--- config.mk ---
export PLATFORM = sky130hd
export DESIGN_NAME = multi_lane_spi_adc_capture_core
export DESIGN_NICKNAME = d
export VERILOG_FILES = /design/src/hw/rtl/mlsac_pkg.sv /design/src/hw/rtl/multi_lane_spi_adc_capture_core.sv /design/src/hw/rtl/mlsac_seq.sv /design/src/hw/rtl/mlsac_lane.sv /design/src/hw/rtl/mlsac_outq.sv
export SDC_FILE = /design/constraint.sdc
export NUM_CORES = 1
export LEC_CHECK = 0
export BUFFER_PORTS_ARGS = -buffer_cell sky130_fd_sc_hd__buf_2
export CAP_MARGIN = 25
export CORE_ASPECT_RATIO = 1.25
export CORE_MARGIN = 4
export CORE_UTILIZATION = 59
export CTS_CLUSTER_SIZE = 16
export DETAILED_ROUTE_END_ITERATION = 8
export PLACE_DENSITY = 0.75
export SYNTH_ARGS = -nofsm -noshare
export SYNTH_HDL_FRONTEND = slang
export SYNTH_SLANG_ARGS = --single-unit
--- constraint.sdc ---
create_clock -name aclk -period 7 [get_ports aclk]
set_input_delay 0.7 -clock aclk [delete_from_list [all_inputs] [get_ports aclk]]
set_output_delay 0.7 -clock aclk [all_outputs]
set_load 0.01 [all_outputs]
--- src/hw/rtl/mlsac_pkg.sv ---
// mlsac_pkg: shared types and constants for the multi-lane spi adc capture core
// no dependencies; used by every module of the block except mlsac_outq
`default_nettype none

package mlsac_pkg;

    localparam int SAMPLE_W    = 16;
    localparam int NUM_SAMPLES = 5;
    localparam int MISO_W      = 5;
    localparam int TPU_W       = 16;
    localparam int CWU_W       = 8;
    localparam int CFG_DATA_W  = 16;
    localparam int CFG_IDX_W   = 2;

    localparam logic [TPU_W-1:0] TPU_RESET = 16'd100;
    localparam logic [CWU_W-1:0] CWU_RESET = 8'd5;

    localparam logic [CFG_IDX_W-1:0] CFG_TICKS_PER_UNIT  = 2'd0;
    localparam logic [CFG_IDX_W-1:0] CFG_CONV_WAIT_UNITS = 2'd1;

    // input beat layout
    localparam int S_TDATA_W    = 8;
    localparam int IN_START_BIT = 0;
    localparam int IN_BUSY_BIT  = 1;
    localparam int IN_MISO_LSB  = 2;

    // result beat layout
    localparam int RES_CNV_BIT    = 0;
    localparam int RES_CSN_BIT    = 1;
    localparam int RES_SCK_BIT    = 2;
    localparam int RES_DONE_BIT   = 3;
    localparam int RES_MISS_BIT   = 4;
    localparam int RES_SAMPLE_LSB = 5;
    localparam int RES_USED_W     = RES_SAMPLE_LSB + NUM_SAMPLES * SAMPLE_W;
    localparam int M_TDATA_W      = ((RES_USED_W + 7) / 8) * 8;

    typedef enum logic [2:0] {
        PH_IDLE,
        PH_CNV,
        PH_WAIT,
        PH_CSSET,
        PH_SCKH,
        PH_SCKL,
        PH_TAIL
    } phase_t;

    typedef struct packed {
        logic cnv;
        logic cs_n;
        logic sck;
    } pins_t;

    typedef struct packed {
        logic clear;
        logic shift;
        logic load;
    } lane_ctl_t;

endpackage

`default_nettype wire

--- src/hw/rtl/multi_lane_spi_adc_capture_core.sv ---
// multi_lane_spi_adc_capture_core: top level of the multi-lane spi adc capture block
// depends on mlsac_pkg, mlsac_seq, mlsac_lane and mlsac_outq
//
// Each input beat is one tick of the adc pin sequencer: start request, busy pin
// and the five miso lane levels. Every accepted beat yields exactly one output
// beat with the cnv, cs_n and sck drives, the done pulse, the held miss flag and
// the five held signed 16-bit samples (new samples appear with done).
// A run: cnv for one unit, conv_wait_units units, busy check (busy skips to the tail), one cs unit,
// FRAME_BITS sck periods of two units, one tail unit; a unit is ticks_per_unit beats.
// Throughput: one beat per cycle while s_axis_tready is high; the sequencer step and
// all lanes finish in the accepting cycle, and the result beat is then registered
// in a two-entry result queue that sits before the m_ channel;
// when the receiver stalls it fills and s_axis_tready drops once both entries
// are taken, with no beat lost. Configuration writes through cfg_wr_en,
// cfg_index and cfg_data take effect at once and belong to idle periods.
// Reset (synchronous, active low) restores ticks_per_unit 100, conv_wait_units 5,
// puts the sequencer in idle and clears the capture and held sample registers.
`default_nettype none

module multi_lane_spi_adc_capture_core #(
    parameter int LANES      = 5,
    parameter int FRAME_BITS = 24
) (
    input  wire logic                                aclk,
    input  wire logic                                aresetn,
    input  wire logic                                cfg_wr_en,
    input  wire logic [mlsac_pkg::CFG_IDX_W-1:0]     cfg_index,
    input  wire logic [mlsac_pkg::CFG_DATA_W-1:0]    cfg_data,
    input  wire logic                                s_axis_tvalid,
    output logic                                     s_axis_tready,
    // start_req, busy_in, miso_lanes[4:0], zero pad
    input  wire logic [mlsac_pkg::S_TDATA_W-1:0]     s_axis_tdata,
    output logic                                     m_axis_tvalid,
    input  wire logic                                m_axis_tready,
    // cnv_out, cs_n_out, sck_out, done_res, busy_miss, sample0..sample4, zero pad
    output logic [mlsac_pkg::M_TDATA_W-1:0]          m_axis_tdata
);

    logic [mlsac_pkg::TPU_W-1:0]     ticks_per_unit_reg, ticks_per_unit_next;
    logic [mlsac_pkg::CWU_W-1:0]     conv_wait_units_reg, conv_wait_units_next;

    logic                            s_fire;
    logic                            start_req;
    logic                            busy_in;
    logic [mlsac_pkg::MISO_W-1:0]    miso_lanes;
    mlsac_pkg::pins_t                pins;
    mlsac_pkg::lane_ctl_t            lane_ctl;
    logic                            done;
    logic                            miss;
    logic [mlsac_pkg::SAMPLE_W-1:0]  samples [mlsac_pkg::NUM_SAMPLES];
    logic [mlsac_pkg::M_TDATA_W-1:0] res_data;

    assign s_fire     = s_axis_tvalid && s_axis_tready;
    assign start_req  = s_axis_tdata[mlsac_pkg::IN_START_BIT];
    assign busy_in    = s_axis_tdata[mlsac_pkg::IN_BUSY_BIT];
    assign miso_lanes = s_axis_tdata[mlsac_pkg::IN_MISO_LSB +: mlsac_pkg::MISO_W];

    always_comb begin
        ticks_per_unit_next  = ticks_per_unit_reg;
        conv_wait_units_next = conv_wait_units_reg;
        if (cfg_wr_en) begin
            unique case (cfg_index)
                mlsac_pkg::CFG_TICKS_PER_UNIT:  ticks_per_unit_next  = cfg_data;
                mlsac_pkg::CFG_CONV_WAIT_UNITS: conv_wait_units_next =
                    cfg_data[mlsac_pkg::CWU_W-1:0];
                default: begin
                end
            endcase
        end
    end

    always_ff @(posedge aclk) begin
        if (!aresetn) begin
            ticks_per_unit_reg  <= mlsac_pkg::TPU_RESET;
            conv_wait_units_reg <= mlsac_pkg::CWU_RESET;
        end else begin
            ticks_per_unit_reg  <= ticks_per_unit_next;
            conv_wait_units_reg <= conv_wait_units_next;
        end
    end

    mlsac_seq #(
        .FRAME_BITS (FRAME_BITS)
    ) u_seq (
        .aclk            (aclk),
        .aresetn         (aresetn),
        .fire            (s_fire),
        .start_req       (start_req),
        .busy_in         (busy_in),
        .ticks_per_unit  (ticks_per_unit_reg),
        .conv_wait_units (conv_wait_units_reg),
        .pins            (pins),
        .lane_ctl        (lane_ctl),
        .done            (done),
        .miss            (miss)
    );

    for (genvar k = 0; k < mlsac_pkg::NUM_SAMPLES; k++) begin : g_lane
        if (k < LANES) begin : g_on
            mlsac_lane #(
                .FRAME_BITS (FRAME_BITS)
            ) u_lane (
                .aclk    (aclk),
                .aresetn (aresetn),
                .ctl     (lane_ctl),
                .miso    (miso_lanes[k]),
                .sample  (samples[k])
            );
        end else begin : g_off
            assign samples[k] = '0;
        end
    end

    // merge pins, flags and lane samples into one result beat
    always_comb begin
        res_data                          = '0;
        res_data[mlsac_pkg::RES_CNV_BIT]  = pins.cnv;
        res_data[mlsac_pkg::RES_CSN_BIT]  = pins.cs_n;
        res_data[mlsac_pkg::RES_SCK_BIT]  = pins.sck;
        res_data[mlsac_pkg::RES_DONE_BIT] = done;
        res_data[mlsac_pkg::RES_MISS_BIT] = miss;
        for (int i = 0; i < mlsac_pkg::NUM_SAMPLES; i++) begin
            res_data[mlsac_pkg::RES_SAMPLE_LSB + i * mlsac_pkg::SAMPLE_W +: mlsac_pkg::SAMPLE_W] =
                samples[i];
        end
    end

    mlsac_outq #(
        .WIDTH (mlsac_pkg::M_TDATA_W)
    ) u_outq (
        .aclk       (aclk),
        .aresetn    (aresetn),
        .push       (s_fire),
        .push_data  (res_data),
        .push_ready (s_axis_tready),
        .out_valid  (m_axis_tvalid),
        .out_ready  (m_axis_tready),
        .out_data   (m_axis_tdata)
    );

`ifndef SYNTHESIS
    // cnv and an active chip select never share a tick
    a_cnv_cs_excl: assert property (@(posedge aclk) disable iff (!aresetn)
        s_fire && res_data[mlsac_pkg::RES_CNV_BIT] |-> res_data[mlsac_pkg::RES_CSN_BIT])
        else $error("cnv high while chip select active");

    // sck only toggles with chip select low
    a_sck_cs: assert property (@(posedge aclk) disable iff (!aresetn)
        s_fire && res_data[mlsac_pkg::RES_SCK_BIT] |-> !res_data[mlsac_pkg::RES_CSN_BIT])
        else $error("sck high with chip select inactive");

    // done never pulses on accepted beats in two consecutive cycles
    a_done_single: assert property (@(posedge aclk) disable iff (!aresetn)
        s_fire && done |=> !(s_fire && done))
        else $error("done pulse repeated");

    // lane registers neither shift nor clear on the done beat
    a_miss_hold: assert property (@(posedge aclk) disable iff (!aresetn)
        s_fire && done |-> !lane_ctl.shift && !lane_ctl.clear)
        else $error("lane update on done beat");
`endif

endmodule

`default_nettype wire

--- src/hw/rtl/mlsac_seq.sv ---
// mlsac_seq: pin sequencer, unit timer, wait counter and bit counter
// depends on mlsac_pkg
`default_nettype none

module mlsac_seq #(
    parameter int FRAME_BITS = 24
) (
    input  wire logic                           aclk,
    input  wire logic                           aresetn,
    input  wire logic                           fire,
    input  wire logic                           start_req,
    input  wire logic                           busy_in,
    input  wire logic [mlsac_pkg::TPU_W-1:0]    ticks_per_unit,
    input  wire logic [mlsac_pkg::CWU_W-1:0]    conv_wait_units,
    output mlsac_pkg::pins_t                    pins,
    output mlsac_pkg::lane_ctl_t                lane_ctl,
    output logic                                done,
    output logic                                miss
);

    localparam int BIT_W = $clog2(FRAME_BITS);

    mlsac_pkg::phase_t                 phase_reg, phase_next;
    logic [mlsac_pkg::TPU_W-1:0]       unit_timer_reg, unit_timer_next;
    logic [mlsac_pkg::CWU_W-1:0]       unit_count_reg, unit_count_next;
    logic [BIT_W-1:0]                  bit_index_reg, bit_index_next;
    logic                              miss_reg, miss_next;

    logic [mlsac_pkg::TPU_W-1:0]       tpu_eff;
    logic [mlsac_pkg::TPU_W:0]         timer_inc;
    logic                              unit_last;
    logic [mlsac_pkg::CWU_W-1:0]       count_inc;
    logic [mlsac_pkg::CWU_W-1:0]       need;
    logic                              wait_over;

    assign tpu_eff   = (ticks_per_unit == '0) ? mlsac_pkg::TPU_W'(1) : ticks_per_unit;
    assign timer_inc = {1'b0, unit_timer_reg} + (mlsac_pkg::TPU_W + 1)'(1);
    assign unit_last = (timer_inc >= {1'b0, tpu_eff});
    assign count_inc = unit_count_reg + mlsac_pkg::CWU_W'(1);
    assign need      = (conv_wait_units == '0) ? mlsac_pkg::CWU_W'(1) : conv_wait_units;
    assign wait_over = (count_inc >= need) || (count_inc == '0);

    always_comb begin
        phase_next      = phase_reg;
        unit_timer_next = unit_timer_reg;
        unit_count_next = unit_count_reg;
        bit_index_next  = bit_index_reg;
        miss_next       = miss_reg;
        if (phase_reg != mlsac_pkg::PH_IDLE) begin
            unit_timer_next = unit_last ? '0 : timer_inc[mlsac_pkg::TPU_W-1:0];
        end
        unique case (phase_reg)
            mlsac_pkg::PH_IDLE: begin
                if (start_req) begin
                    unit_timer_next = '0;
                    unit_count_next = '0;
                    phase_next      = mlsac_pkg::PH_CNV;
                end
            end
            mlsac_pkg::PH_CNV: begin
                if (unit_last) begin
                    unit_count_next = '0;
                    phase_next      = mlsac_pkg::PH_WAIT;
                end
            end
            mlsac_pkg::PH_WAIT: begin
                if (unit_last) begin
                    unit_count_next = count_inc;
                    if (wait_over) begin
                        unit_count_next = '0;
                        miss_next       = busy_in;
                        phase_next      = busy_in ? mlsac_pkg::PH_TAIL : mlsac_pkg::PH_CSSET;
                    end
                end
            end
            mlsac_pkg::PH_CSSET: begin
                if (unit_last) begin
                    bit_index_next = BIT_W'(FRAME_BITS - 1);
                    phase_next     = mlsac_pkg::PH_SCKH;
                end
            end
            mlsac_pkg::PH_SCKH: begin
                if (unit_last) begin
                    phase_next = mlsac_pkg::PH_SCKL;
                end
            end
            mlsac_pkg::PH_SCKL: begin
                if (unit_last) begin
                    if (bit_index_reg == '0) begin
                        phase_next = mlsac_pkg::PH_TAIL;
                    end else begin
                        bit_index_next = bit_index_reg - BIT_W'(1);
                        phase_next     = mlsac_pkg::PH_SCKH;
                    end
                end
            end
            mlsac_pkg::PH_TAIL: begin
                if (unit_last) begin
                    phase_next = mlsac_pkg::PH_IDLE;
                end
            end
            default: begin
                phase_next = mlsac_pkg::PH_IDLE;
            end
        endcase
    end

    always_comb begin
        pins.cnv  = 1'b0;
        pins.cs_n = 1'b1;
        pins.sck  = 1'b0;
        unique case (phase_reg)
            mlsac_pkg::PH_CNV:   pins.cnv  = 1'b1;
            mlsac_pkg::PH_CSSET: pins.cs_n = 1'b0;
            mlsac_pkg::PH_SCKH: begin
                pins.cs_n = 1'b0;
                pins.sck  = 1'b1;
            end
            mlsac_pkg::PH_SCKL:  pins.cs_n = 1'b0;
            mlsac_pkg::PH_TAIL:  pins.cs_n = miss_reg;
            default: begin
            end
        endcase
        done           = (phase_reg == mlsac_pkg::PH_TAIL) && unit_last;
        miss           = miss_next;
        lane_ctl.clear = fire && (phase_reg == mlsac_pkg::PH_IDLE) && start_req;
        lane_ctl.shift = fire && (phase_reg == mlsac_pkg::PH_SCKH) && unit_last;
        lane_ctl.load  = fire && done;
    end

    always_ff @(posedge aclk) begin
        if (!aresetn) begin
            phase_reg      <= mlsac_pkg::PH_IDLE;
            unit_timer_reg <= '0;
            unit_count_reg <= '0;
            bit_index_reg  <= '0;
            miss_reg       <= 1'b0;
        end else if (fire) begin
            phase_reg      <= phase_next;
            unit_timer_reg <= unit_timer_next;
            unit_count_reg <= unit_count_next;
            bit_index_reg  <= bit_index_next;
            miss_reg       <= miss_next;
        end
    end

endmodule

`default_nettype wire

--- src/hw/rtl/mlsac_lane.sv ---
// mlsac_lane: one capture lane, msb-first shift register and held sample
// depends on mlsac_pkg
`default_nettype none

module mlsac_lane #(
    parameter int FRAME_BITS = 24
) (
    input  wire logic                              aclk,
    input  wire logic                              aresetn,
    input  wire mlsac_pkg::lane_ctl_t              ctl,
    input  wire logic                              miso,
    output logic [mlsac_pkg::SAMPLE_W-1:0]         sample
);

    logic [FRAME_BITS-1:0]             lane_shift_reg, lane_shift_next;
    logic [mlsac_pkg::SAMPLE_W-1:0]    held_reg, held_next;

    always_comb begin
        lane_shift_next = lane_shift_reg;
        held_next       = held_reg;
        if (ctl.clear) begin
            lane_shift_next = '0;
        end else if (ctl.shift) begin
            lane_shift_next = {lane_shift_reg[FRAME_BITS-2:0], miso};
        end
        if (ctl.load) begin
            held_next = lane_shift_reg[FRAME_BITS-1 -: mlsac_pkg::SAMPLE_W];
        end
    end

    // sample reflects this beat's update
    assign sample = held_next;

    always_ff @(posedge aclk) begin
        if (!aresetn) begin
            lane_shift_reg <= '0;
            held_reg       <= '0;
        end else begin
            lane_shift_reg <= lane_shift_next;
            held_reg       <= held_next;
        end
    end

endmodule

`default_nettype wire

--- src/hw/rtl/mlsac_outq.sv ---
// mlsac_outq: two-entry result queue between the sequencer and the output channel
// depends on nothing but its width parameter
`default_nettype none

module mlsac_outq #(
    parameter int WIDTH = 88
) (
    input  wire logic              aclk,
    input  wire logic              aresetn,
    input  wire logic              push,
    input  wire logic [WIDTH-1:0]  push_data,
    output logic                   push_ready,
    output logic                   out_valid,
    input  wire logic              out_ready,
    output logic [WIDTH-1:0]       out_data
);

    logic [WIDTH-1:0] mem_reg [2];
    logic             wr_ptr_reg, wr_ptr_next;
    logic             rd_ptr_reg, rd_ptr_next;
    logic [1:0]       count_reg, count_next;
    logic             pop;

    assign push_ready = (count_reg != 2'd2);
    assign out_valid  = (count_reg != 2'd0);
    assign out_data   = mem_reg[rd_ptr_reg];
    assign pop        = out_valid && out_ready;

    always_comb begin
        wr_ptr_next = push ? ~wr_ptr_reg : wr_ptr_reg;
        rd_ptr_next = pop ? ~rd_ptr_reg : rd_ptr_reg;
        count_next  = count_reg + {1'b0, push} - {1'b0, pop};
    end

    always_ff @(posedge aclk) begin
        if (push) begin
            mem_reg[wr_ptr_reg] <= push_data;
        end
    end

    always_ff @(posedge aclk) begin
        if (!aresetn) begin
            wr_ptr_reg <= 1'b0;
            rd_ptr_reg <= 1'b0;
            count_reg  <= 2'd0;
        end else begin
            wr_ptr_reg <= wr_ptr_next;
            rd_ptr_reg <= rd_ptr_next;
            count_reg  <= count_next;
        end
    end

endmodule

`default_nettype wire

## Yosys cells after proc, flatten, opt, wreduce, memory -nomap -nowiden

Memories as Yosys holds them, arrays and structs flattened. A register that Yosys moved wholly into a read port is not among the register bits.
Index checks and enable logic that the tools add are counted.

| operators by class | value |
|---|---|
| $add $sub $neg | 5 |
| order comparisons | 2 |
| eq/ne operators | 17 |
| muxes and demuxes | 41 |
| bitwise gates (word level) | 3 |
| reductions and logical operators | 26 |

Operator list:

| cell | count |
|---|---|
| 16-bit two-way mux | 10 |
| 8-bit two-way mux | 5 |
| 3-bit two-way mux | 9 |
| 8-bit one-hot mux with 3 select lines | 1 |
| 3-bit one-hot mux with 7 select lines | 1 |
| 16-bit by 1-bit adder with 17-bit output (second input constant) | 1 |
| 17-bit by 16-bit >= comparator with 1-bit output | 1 |
| 16-bit logical NOT | 1 |
| 8-bit logical NOT | 2 |
| 5-bit two-way mux | 3 |
| 2-bit by 1-bit != test with 1-bit output (second input constant) | 7 |
| 5-bit one-hot mux with 2 select lines | 1 |
| 5-bit AND reduction | 2 |
| 3-bit == test (second input constant) | 3 |
| 1-bit two-way mux | 9 |
| 9-bit AND reduction | 1 |
| 8-bit by 1-bit adder with 8-bit output (second input constant) | 1 |
| 8-bit >= comparator | 1 |
| 1-bit logical AND | 8 |
| 3-bit by 2-bit == test with 1-bit output (second input constant) | 2 |
| 2-bit != test (second input constant) | 3 |
| 3-bit nonzero test | 2 |
| 5-bit logical NOT | 1 |
| 5-bit by 1-bit subtractor with 5-bit output (second input constant) | 1 |
| other kinds (14) | 18 |

| storage, ports and cells | value |
|---|---|
| flip-flop bits (word level) | 261 |
| RAM bits | 170 |
| input bits | 31 |
| output and inout port bits | 90 |
| logic and storage cells | 115 |
| memories kept | 1 |

Memory list:

| name | depth | bits a word | read ports | clocked after memory_dff | wr ports | line | text |
|---|---|---|---|---|---|---|---|
| u_outq.mem_reg | 2 | 85 | 1 | 1 | 1 | mlsac_outq.sv:18 | `logic [WIDTH-1:0] mem_reg [2];` |

## Longest topological paths before layout

Gate-level depths: netlist of the first run.

| depth | value |
|---|---|
| depth after elaboration | 7 |
| mapped depth | 17 |
| gate-level depth less buffers | 13 |

## Cells and area by module

Synthesis of the first run repeated with hierarchy kept, for this count alone.

| unflattened totals | value |
|---|---|
| cell total of the unflattened synthesis | 1386 |
| area total of the unflattened synthesis | 17953.5 um2 |

By module, submodules not included:

| module | instances | cells each | area an instance (um2) | seq. area each (um2) |
|---|---|---|---|---|
| mlsac_lane | 5 | 130 | 1526.5 | 800.8 |
| mlsac_outq | 1 | 297 | 6667.6 | 5385.2 |
| mlsac_seq | 1 | 337 | 2658.8 | 660.6 |
| multi_lane_spi_adc_capture_core | 1 | 102 | 994.7 | 480.5 |

## Worst setup path before layout of the first run

No wires, ideal clock.

| timing | value |
|---|---|
| path kind | input to register |
| start | input port s_axis_tvalid |
| end | memory u_outq.mem_reg[0][0] (netlist name), enable pin |
| library setup time | 0.539 ns |
| data arrival time | 4.974 ns |
| required time | 6.461 ns |
| setup slack | 1.486 ns |
| stages | 3 |
| path buffers | 1 |
| cells stage by stage | and2_1 -> clkbuf_1 -> nor2b_1 |

| on the way | value |
|---|---|
| longest elaborated chain between the ends | 3 |

RTL lines:

| what | line | text |
|---|---|---|
| start: declaration | multi_lane_spi_adc_capture_core.sv:29 | `input wire logic s_axis_tvalid,` |
| 1-bit logical AND | multi_lane_spi_adc_capture_core.sv:53 | `assign s_fire = s_axis_tvalid && s_axis_tready;` |
| net s_fire | multi_lane_spi_adc_capture_core.sv:42 | `logic s_fire;` |
| 1-bit two-way mux | mlsac_outq.sv:36 | `if (push) begin` |
| 1-bit two-way mux (not written as such) | mlsac_outq.sv:37 | `mem_reg[wr_ptr_reg] <= push_data;` |
| end: declaration | mlsac_outq.sv:18 |  |

The timed path passes the listed nets, and every way through them passes these cells.

## Worst setup path after layout of the first run

| timing | value |
|---|---|
| start | register u_seq.unit_timer_reg[2] (netlist name) |
| end | register g_lane[1].g_on.u_lane.held_reg[6] (netlist name) |

| on the way | value |
|---|---|
| longest elaborated chain between the ends | 5 |

RTL lines:

| what | line | text |
|---|---|---|
| start: declaration | mlsac_seq.sv:24 | `logic [mlsac_pkg::TPU_W-1:0] unit_timer_reg, unit_timer_next;` |
| start signal: assignment | mlsac_seq.sv:140 | `unit_timer_reg <= unit_timer_next;` |
| 16-bit by 1-bit adder with 17-bit output | mlsac_seq.sv:37 | `assign timer_inc = {1'b0, unit_timer_reg} + (mlsac_pkg::TPU_W + 1)'(1);` |
| 17-bit by 16-bit >= comparator with 1-bit output | mlsac_seq.sv:38 | `assign unit_last = (timer_inc >= {1'b0, tpu_eff});` |
| 1-bit logical AND | mlsac_seq.sv:124 | `done = (phase_reg == mlsac_pkg::PH_TAIL) && unit_last;` |
| 1-bit logical AND | mlsac_seq.sv:128 | `lane_ctl.load = fire && done;` |
| 16-bit two-way mux | mlsac_lane.sv:26 | `if (ctl.load) begin` |
| net g_lane[1].g_on.u_lane.sample (one bit) | mlsac_lane.sv:12 | `output logic [mlsac_pkg::SAMPLE_W-1:0] sample` |
| end signal: assignment | mlsac_lane.sv:40 | `held_reg <= held_next;` |
| end: declaration | mlsac_lane.sv:16 | `logic [mlsac_pkg::SAMPLE_W-1:0] held_reg, held_next;` |

The timed path passes the listed nets, and every way through them passes these cells.
A chain may end at the register's enable or synchronous reset.

==> flow_summary_export.csv, run 1 <==
group,metric,value,unit
logic_synthesis,synth_top_area_share,30.9,%
cells_and_area,seqCellArea,10400,sq um
timing,hold_viol_final,0,
critical_path,cp-start-kind,"register",
timing,setup_viol,0,
critical_path,r2r_start,"u_seq.unit_timer_reg[2]$_SDFFE_PN0P_",
logic_synthesis,synth_top_area_cell,"dfxtp_1",
critical_path,arrival,5550,ps
placed_design,globalplace.congestion,0.837,
power_and_ir_drop,peakVddDrop,0.185,mV
power_and_ir_drop,p_per_area,317,nW/um^2
logic_synthesis,yosysWarnings,0,
timing,max_slew.worst_pin.slew,1000,ps
grt,grt_use_total,19.8,%
power_and_ir_drop,power.share.clock,35.9,%
cells_and_area,fin_area,19100,sq um
grt,antenna_found_initial,1,
die,fp.dieArea,31600,sq um
run_status,outcome,"finished clean",
grt,grt_max_degree,87,
grt,grt_overflow,0,
critical_path,r2r_slack,1860,ps
critical_path,critPathRequiredTime,7410,ps
critical_path,crit_start,"u_seq.unit_timer_reg[2]$_SDFFE_PN0P_",
die,start_util,59.8,%
drt,wl,31900,um
logic_synthesis,yosys_register_bits,432,
drt,final_antenna_net_count,0,
cells_and_area,area_growth,12.7,%
die,pin_count,121,
timing,period_needed,5140,ps
drt,via_per_inst,5.49,
clock_network,cts_max_level,2,
clock_network,cts_resized,0,
logic_synthesis,ys_seq_area_share,60.9,%
drt,drc,0,
die,dieWidth,160,um
clock_network,clkTransAtPathRegs,60,ps
placed_design,placed_cell_area,17800,sq um
timing,fin_tns_setup,0,ps
logic_synthesis,postSynth.asyncResetShare,0,%
power_and_ir_drop,seqPwrFrac,48.1,%
timing,rsz0062_at_grt,"false",
cells_and_area,nets,1655,
logic_synthesis,synthCells,1512,
clock_network,max-clock-path-buffers,3,
cells_and_area,fill_cells,2143,
clock_network,numCtsBuffers,39,
die,coreArea,28400,sq um
job,drv_cap,0,
placed_design,dp_hpwl,18900,um
power_and_ir_drop,p_int,4530,uW
clock_network,cts_sinks,432,
critical_path,endpoint,"g_lane[1].g_on.u_lane.held_reg[6]$_SDFF_PN0_",
timing,max_freq,194,MHz
clock_network,cts_root_buffer,"clkbuf_16",
timing,fin_crit_sh,73.5,%
power_and_ir_drop,combPwrFrac,16.0,%
drt,route.detailed.wl_per_inst,16.1,um
drt,drt_iter0_markers,656,
critical_path,reg2reg_depth,14,
drt,first_pass_iters,5,
critical_path,r2r-end,"g_lane[1].g_on.u_lane.held_reg[6]$_SDFF_PN0_",
clock_network,cts_tree,"done",
cells_and_area,drive_above_1_share,18.6,%
clock_network,insertion_delay,520,ps
logic_synthesis,synth_area,17000,sq um
grt,grt_pass1_wl,52000,um
grt,grt_pass1_vias,10600,
placed_design,port-buffer-count,116,
critical_path,path_max_fanout,44,
drt,vias,10875,
power_and_ir_drop,switchingPower,1530,uW
logic_synthesis,ys_types,57,
clock_network,cts_hold_buf,0,
die,core.rowCount,69,
cells_and_area,multiInputGateArea,6190,sq um
power_and_ir_drop,switching_share,25.3,%
logic_synthesis,synthTopCellsByArea,"dfxtp_1 31%, edfxtp_1 30%, mux2_2 6.8%, nand2_1 6.5%, a21oi_1 4.7%",
timing,relSlewSlack,32.9,%
timing,skew,15.7,ps
logic_synthesis,synth_area_per_cell,11.2,sq um
logic_synthesis,synth_edf_count,170,
min_path,hp-class,"in2reg",
logic_synthesis,yosys_most_used_dff,"dfxtp_1",
min_path,min_path_cells,2,
power_and_ir_drop,leakagePower,0.00730,uW
die,die_h,198,um
critical_path,cp-end-kind,"register",
clock_network,post_cts_buffers,0,
timing,slew_violations,0,
cells_and_area,largest_reg_flops,170,
critical_path,path_class,"reg2reg",
-- metrics by stage --
stage / utilization [%] / power [uW] / setup slack (ps) / cells / hold slack [ps]
6_report: 67.4 / 6060 / 1860 / 1980 / 406
3_3_place_gp: 62.5 / 3930 / 1900 / 1905 / 436
5_1_grt: 67.3 / 6310 / 1490 / 1979 / 396
4_1_cts: 67.2 / 6120 / 1800 / 1976 / 408
3_5_place_dp: 62.6 / 3950 / 1830 / 1906 / 442
2_1_floorplan: - / 3590 / 1490 / 1514 / 432
-- worst min path at each step --
| stage | start | end | slack [ps] |
|---|---|---|---|
| floorplan | g_lane[0].g_on.u_lane.lane_shift_reg[0]$_SDFFE_PP0P_ | g_lane[0].g_on.u_lane.lane_shift_reg[1]$_SDFFE_PP0P_ | 430 |
| global placement | g_lane[1].g_on.u_lane.lane_shift_reg[6]$_SDFFE_PP0P_ | g_lane[1].g_on.u_lane.lane_shift_reg[7]$_SDFFE_PP0P_ | 440 |
| detailed placement | g_lane[4].g_on.u_lane.lane_shift_reg[23]$_SDFFE_PP0P_ | g_lane[4].g_on.u_lane.lane_shift_reg[23]$_SDFFE_PP0P_ | 440 |
| CTS | cfg_data[0] | conv_wait_units_reg[0]$_SDFFE_PN1P_ | 410 |
| global route | aresetn | conv_wait_units_reg[0]$_SDFFE_PN1P_ | 400 |
| finish | aresetn | conv_wait_units_reg[2]$_SDFFE_PN1P_ | 410 |
-- worst max-delay path, cell delays in order (launching register included) --
cell and delay, ps:
dfxtp_1 410, and3_1 240, and3_1 310, and4_1 350, and2_1 220, xor2_1 80, ha_1 290, nand3_1 120
nor4_1 380, o31ai_1 200, nand3_2 350, nand4_4 810, buf_4 640, mux2_1 430, and2_1 170
-- synthesized netlist by cell type, types with 3 or more instances --
library cell / number
inv_1: 33
mux2i_1: 10
nor2_1: 38
a22oi_1: 9
o22ai_1: 3
nand3_1: 20
o21ai_0: 15
nor2b_1: 3
mux2_2: 103
edfxtp_1: 170
buf_1: 5
and4_1: 4
and3_1: 9
nand2_1: 293
nand3_2: 3
nand2b_1: 7
a21boi_0: 4
o211ai_1: 4
xor2_1: 10
nand3b_1: 8
or3_1: 5
buf_2: 19
nor4_1: 6
nand4_1: 7
a21oi_1: 160
xnor2_1: 14
nor3_1: 13
ha_1: 29
mux2_1: 64
dfxtp_1: 262
and2_1: 86
buf_4: 3
clkbuf_1: 62
-- kinds of logic after synthesis --
logic type	count (synthesis)	share of synthesized area, %
compound gates	215	6.99
xor+xnor	25	1.33
fa+ha+maj	29	2.14
buf+inv	123	2.92
flops	432	60.9
mux	177	11.7
other cells	1	0.0221
simple gates	510	14.0
-- routing by layer --
metal,up-vias,GRT usage [%],part of all wire (%)
met5,-,0,0
li1,5399,-,-
met2,197,35.9,52
met1,5237,24.9,42
met4,0,5.14,1.8
met3,42,2.92,4.3
-- layout by cell type (no fill, tap or decap), drive strengths merged, types with 10 or more instances in the layout --
cell | netlist | layout
a21oi | 160 | 160
and2 | 86 | 86
buf | 27 | 129
clkbuf | 62 | 59
dfxtp | 262 | 262
edfxtp | 170 | 170
ha | 29 | 29
inv | 34 | 35
mux2 | 167 | 167
mux2i | 10 | 10
nand2 | 293 | 293
nand3 | 23 | 23
nor2 | 38 | 38
nor3 | 14 | 14
o21ai | 16 | 16
xnor2 | 14 | 14
xor2 | 11 | 11
-- power by group through the flow --
stage	logic (uW)	registers [uW]	clock network, uW
2_1_floorplan	665	2920	0
3_3_place_gp	964	2960	0
3_5_place_dp	976	2980	0
4_1_cts	982	2920	2220
5_1_grt	1060	2940	2310
6_report	969	2920	2170
-- area by class of cell --
class / count / share of cell area (%)
Inverter: 34 / 0.667
Antenna cell: 1 / 0.0131
Sequential cell: 432 / 54.1
Multi-Input combinational cell: 959 / 32.4
Clock buffer: 59 / 5.70
Timing Repair Buffer: 129 / 3.73
Tap cell: 355 / 2.32
Clock inverter: 11 / 1.09
Note: power is estimated with default switching activity, not from simulation.
==> run 2, diff against run 1 <==
CORE_UTILIZATION = 54   (was 59)
PLACE_DENSITY = 0.72   (was 0.75)
clock period = 4.4 ns   (was 7 ns; I/O delays follow)
==> flow_summary_export.csv, run 2 (synthesis results as in run 1) <==
group,metric,value,unit
timing,rsz0062_at_grt,"false",
cells_and_area,layout_common_cells,"292 x nand2_1, 261 x dfxtp_1, 170 x edfxtp_1, 160 x a21oi_1, 116 x buf_2",
clock_network,cts_root_buffer,"clkbuf_16",
power_and_ir_drop,power.share.clock,34.8,%
clock_network,cts_resized,0,
job,drv_cap,0,
min_path,hp-class,"in2reg",
timing,max_slew.worst_pin.slew,1060,ps
cells_and_area,final_common_cell,"nand2_1",
drt,wl,32000,um
timing,setup_viol,0,
placed_design,port-buffer-count,116,
power_and_ir_drop,switchingPower,2430,uW
clock_network,cts_sinks,432,
critical_path,arrival,4410,ps
critical_path,path_max_fanout,31,
power_and_ir_drop,switching_share,25.6,%
drt,route.detailed.wl_per_inst,15.7,um
timing,fin_crit_sh,90.7,%
critical_path,cpMaxStageDelayCell,"dfxtp_1",
placed_design,dp_hpwl,19500,um
cells_and_area,stdcell_count,2044,
critical_path,crit_chain,"and4_1, and4_1, and3_1, nand3_1, xnor2_1, ha_1, nand3_1, nor2_1, a22oi_1, nand3_2, nand4_4, buf_12, mux2_1, and2_1",
timing,max_freq,251,MHz
timing,relSlewSlack,29.6,%
placed_design,globalplace.congestion,0.834,
power_and_ir_drop,peakVddDrop,0.297,mV
drt,drc,0,
clock_network,cts_tree,"done",
clock_network,numCtsBuffers,40,
clock_network,max-clock-path-buffers,3,
cells_and_area,antenna_cells,0,
cells_and_area,area_growth,13.6,%
timing,skew,10.6,ps
cells_and_area,fill_cells,2496,
drt,top_layer,"met4",
timing,hold_viol_final,0,
critical_path,r2r_slack,410,ps
clock_network,post_cts_buffers,0,
power_and_ir_drop,power,9490,uW
die,core.rowCount,72,
critical_path,cp-start-kind,"register",
critical_path,crit_cells,14,
die,pin_count,121,
timing,slew_violations,0,
placed_design,dpl.cell_count,1972,
clock_network,cts_hold_buf,0,
grt,grt_max_degree,93,
power_and_ir_drop,leakagePower,0.00736,uW
drt,drt_iter0_markers,663,
drt,wl_met2,16300,um
grt,grt_use_total,18.8,%
die,fp.dieArea,34400,sq um
power_and_ir_drop,p_int,7050,uW
drt,vias,10903,
critical_path,critPathMaxStageDelay,420,ps
min_path,min_path_cells,3,
grt,antenna_found_initial,1,
drt,first_pass_iters,7,
power_and_ir_drop,combPwrFrac,15.8,%
drt,wl_met3,1250,um
power_and_ir_drop,p_per_area,492,nW/um^2
critical_path,critPathRequiredTime,4810,ps
drt,via_per_inst,5.33,
die,coreArea,31000,sq um
drt,wl_met1,13900,um
cells_and_area,drive_above_1_share,18.9,%
critical_path,cpLargestDelayFamily,"simple AND/OR/NAND/NOR gates",
cells_and_area,largest_reg_flops,170,
grt,grt_pass1_vias,10990,
clock_network,cts_max_level,2,
drt,final_antenna_net_count,0,
clock_network,insertion_delay,530,ps
critical_path,crit_buf_inv,1,
timing,period_needed,3990,ps
cells_and_area,nets,1667,
die,start_util,54.8,%
power_and_ir_drop,seqPwrFrac,49.4,%
cells_and_area,multiInputGateArea,6190,sq um
grt,grt_pass1_wl,53900,um
grt,grt_overflow,0,
critical_path,cp-end-kind,"register",
clock_network,clkTransAtPathRegs,60,ps
cells_and_area,seqCellArea,10400,sq um
die,dieWidth,167,um
die,die_h,206,um
run_status,outcome,"finished clean",
timing,fin_tns_setup,0,ps
critical_path,reg2reg_depth,14,
critical_path,path_class,"reg2reg",
-- run 2: changes by cell type in the layout (fill, tap and decap cells not counted), moves of 2 or more --
cell	previous run	this run
clkinv_1	0	7
bufinv_16	6	2
clkbuf_1	16	14
buf_4	10	16
clkbuf_16	39	41
buf_12	1	8
-- run 2: layout make-up --
type / instances / area share (%)
timing repair buffer: 140 / 4.46
inverter: 34 / 0.662
tap: 407 / 2.64
multi-input combinational: 959 / 32.1
sequential: 432 / 53.7
clock inverter: 12 / 0.525
clock buffer: 60 / 5.95
-- run 2: tightest hold or removal path, cell delays in order --
cell and delay [ps]:
buf_2 100, nand2_1 40, a21oi_1 50
-- run 2: per-stage QoR --
step,setup slack [ps],hold WS [ps],cell area [sq um],util [%]
6_report,409,148,19300,62.2
3_5_place_dp,421,445,18000,58.2
2_1_floorplan,688,432,17000,-
3_3_place_gp,512,437,18000,58.2
5_1_grt,96.5,154,19300,62.2
4_1_cts,421,125,19300,62.2
-- run 2: final timing paths --
kind	from	to
worst min register to register	g_lane[3].g_on.u_lane.lane_shift_reg[4]$_SDFFE_PP0P_	g_lane[3].g_on.u_lane.lane_shift_reg[5]$_SDFFE_PP0P_
worst max-delay path	u_seq.unit_timer_reg[6]$_SDFFE_PN0P_	g_lane[1].g_on.u_lane.held_reg[5]$_SDFF_PN0_
worst max register to register	u_seq.unit_timer_reg[6]$_SDFFE_PN0P_	g_lane[1].g_on.u_lane.held_reg[5]$_SDFF_PN0_
worst min-delay path	cfg_data[13]	ticks_per_unit_reg[13]$_SDFFE_PN0P_
-- run 2: power by group through the flow --
stage | logic (uW) | clock network, uW | registers (uW)
final | 1500 | 3310 | 4690
after global routing | 1640 | 3550 | 4730
after CTS | 1530 | 3380 | 4700
after detailed placement | 1520 | 0 | 4780
after global placement | 1510 | 0 | 4760
after floorplan | 1060 | 0 | 4640
-- run 2: metal layers --
metal / GRT usage [%] / up-vias
met4: 5.20 / 0
met1: 23.1 / 5269
met2: 34.5 / 189
met3: 3.18 / 42
li1: - / 5403
met5: 0 / -
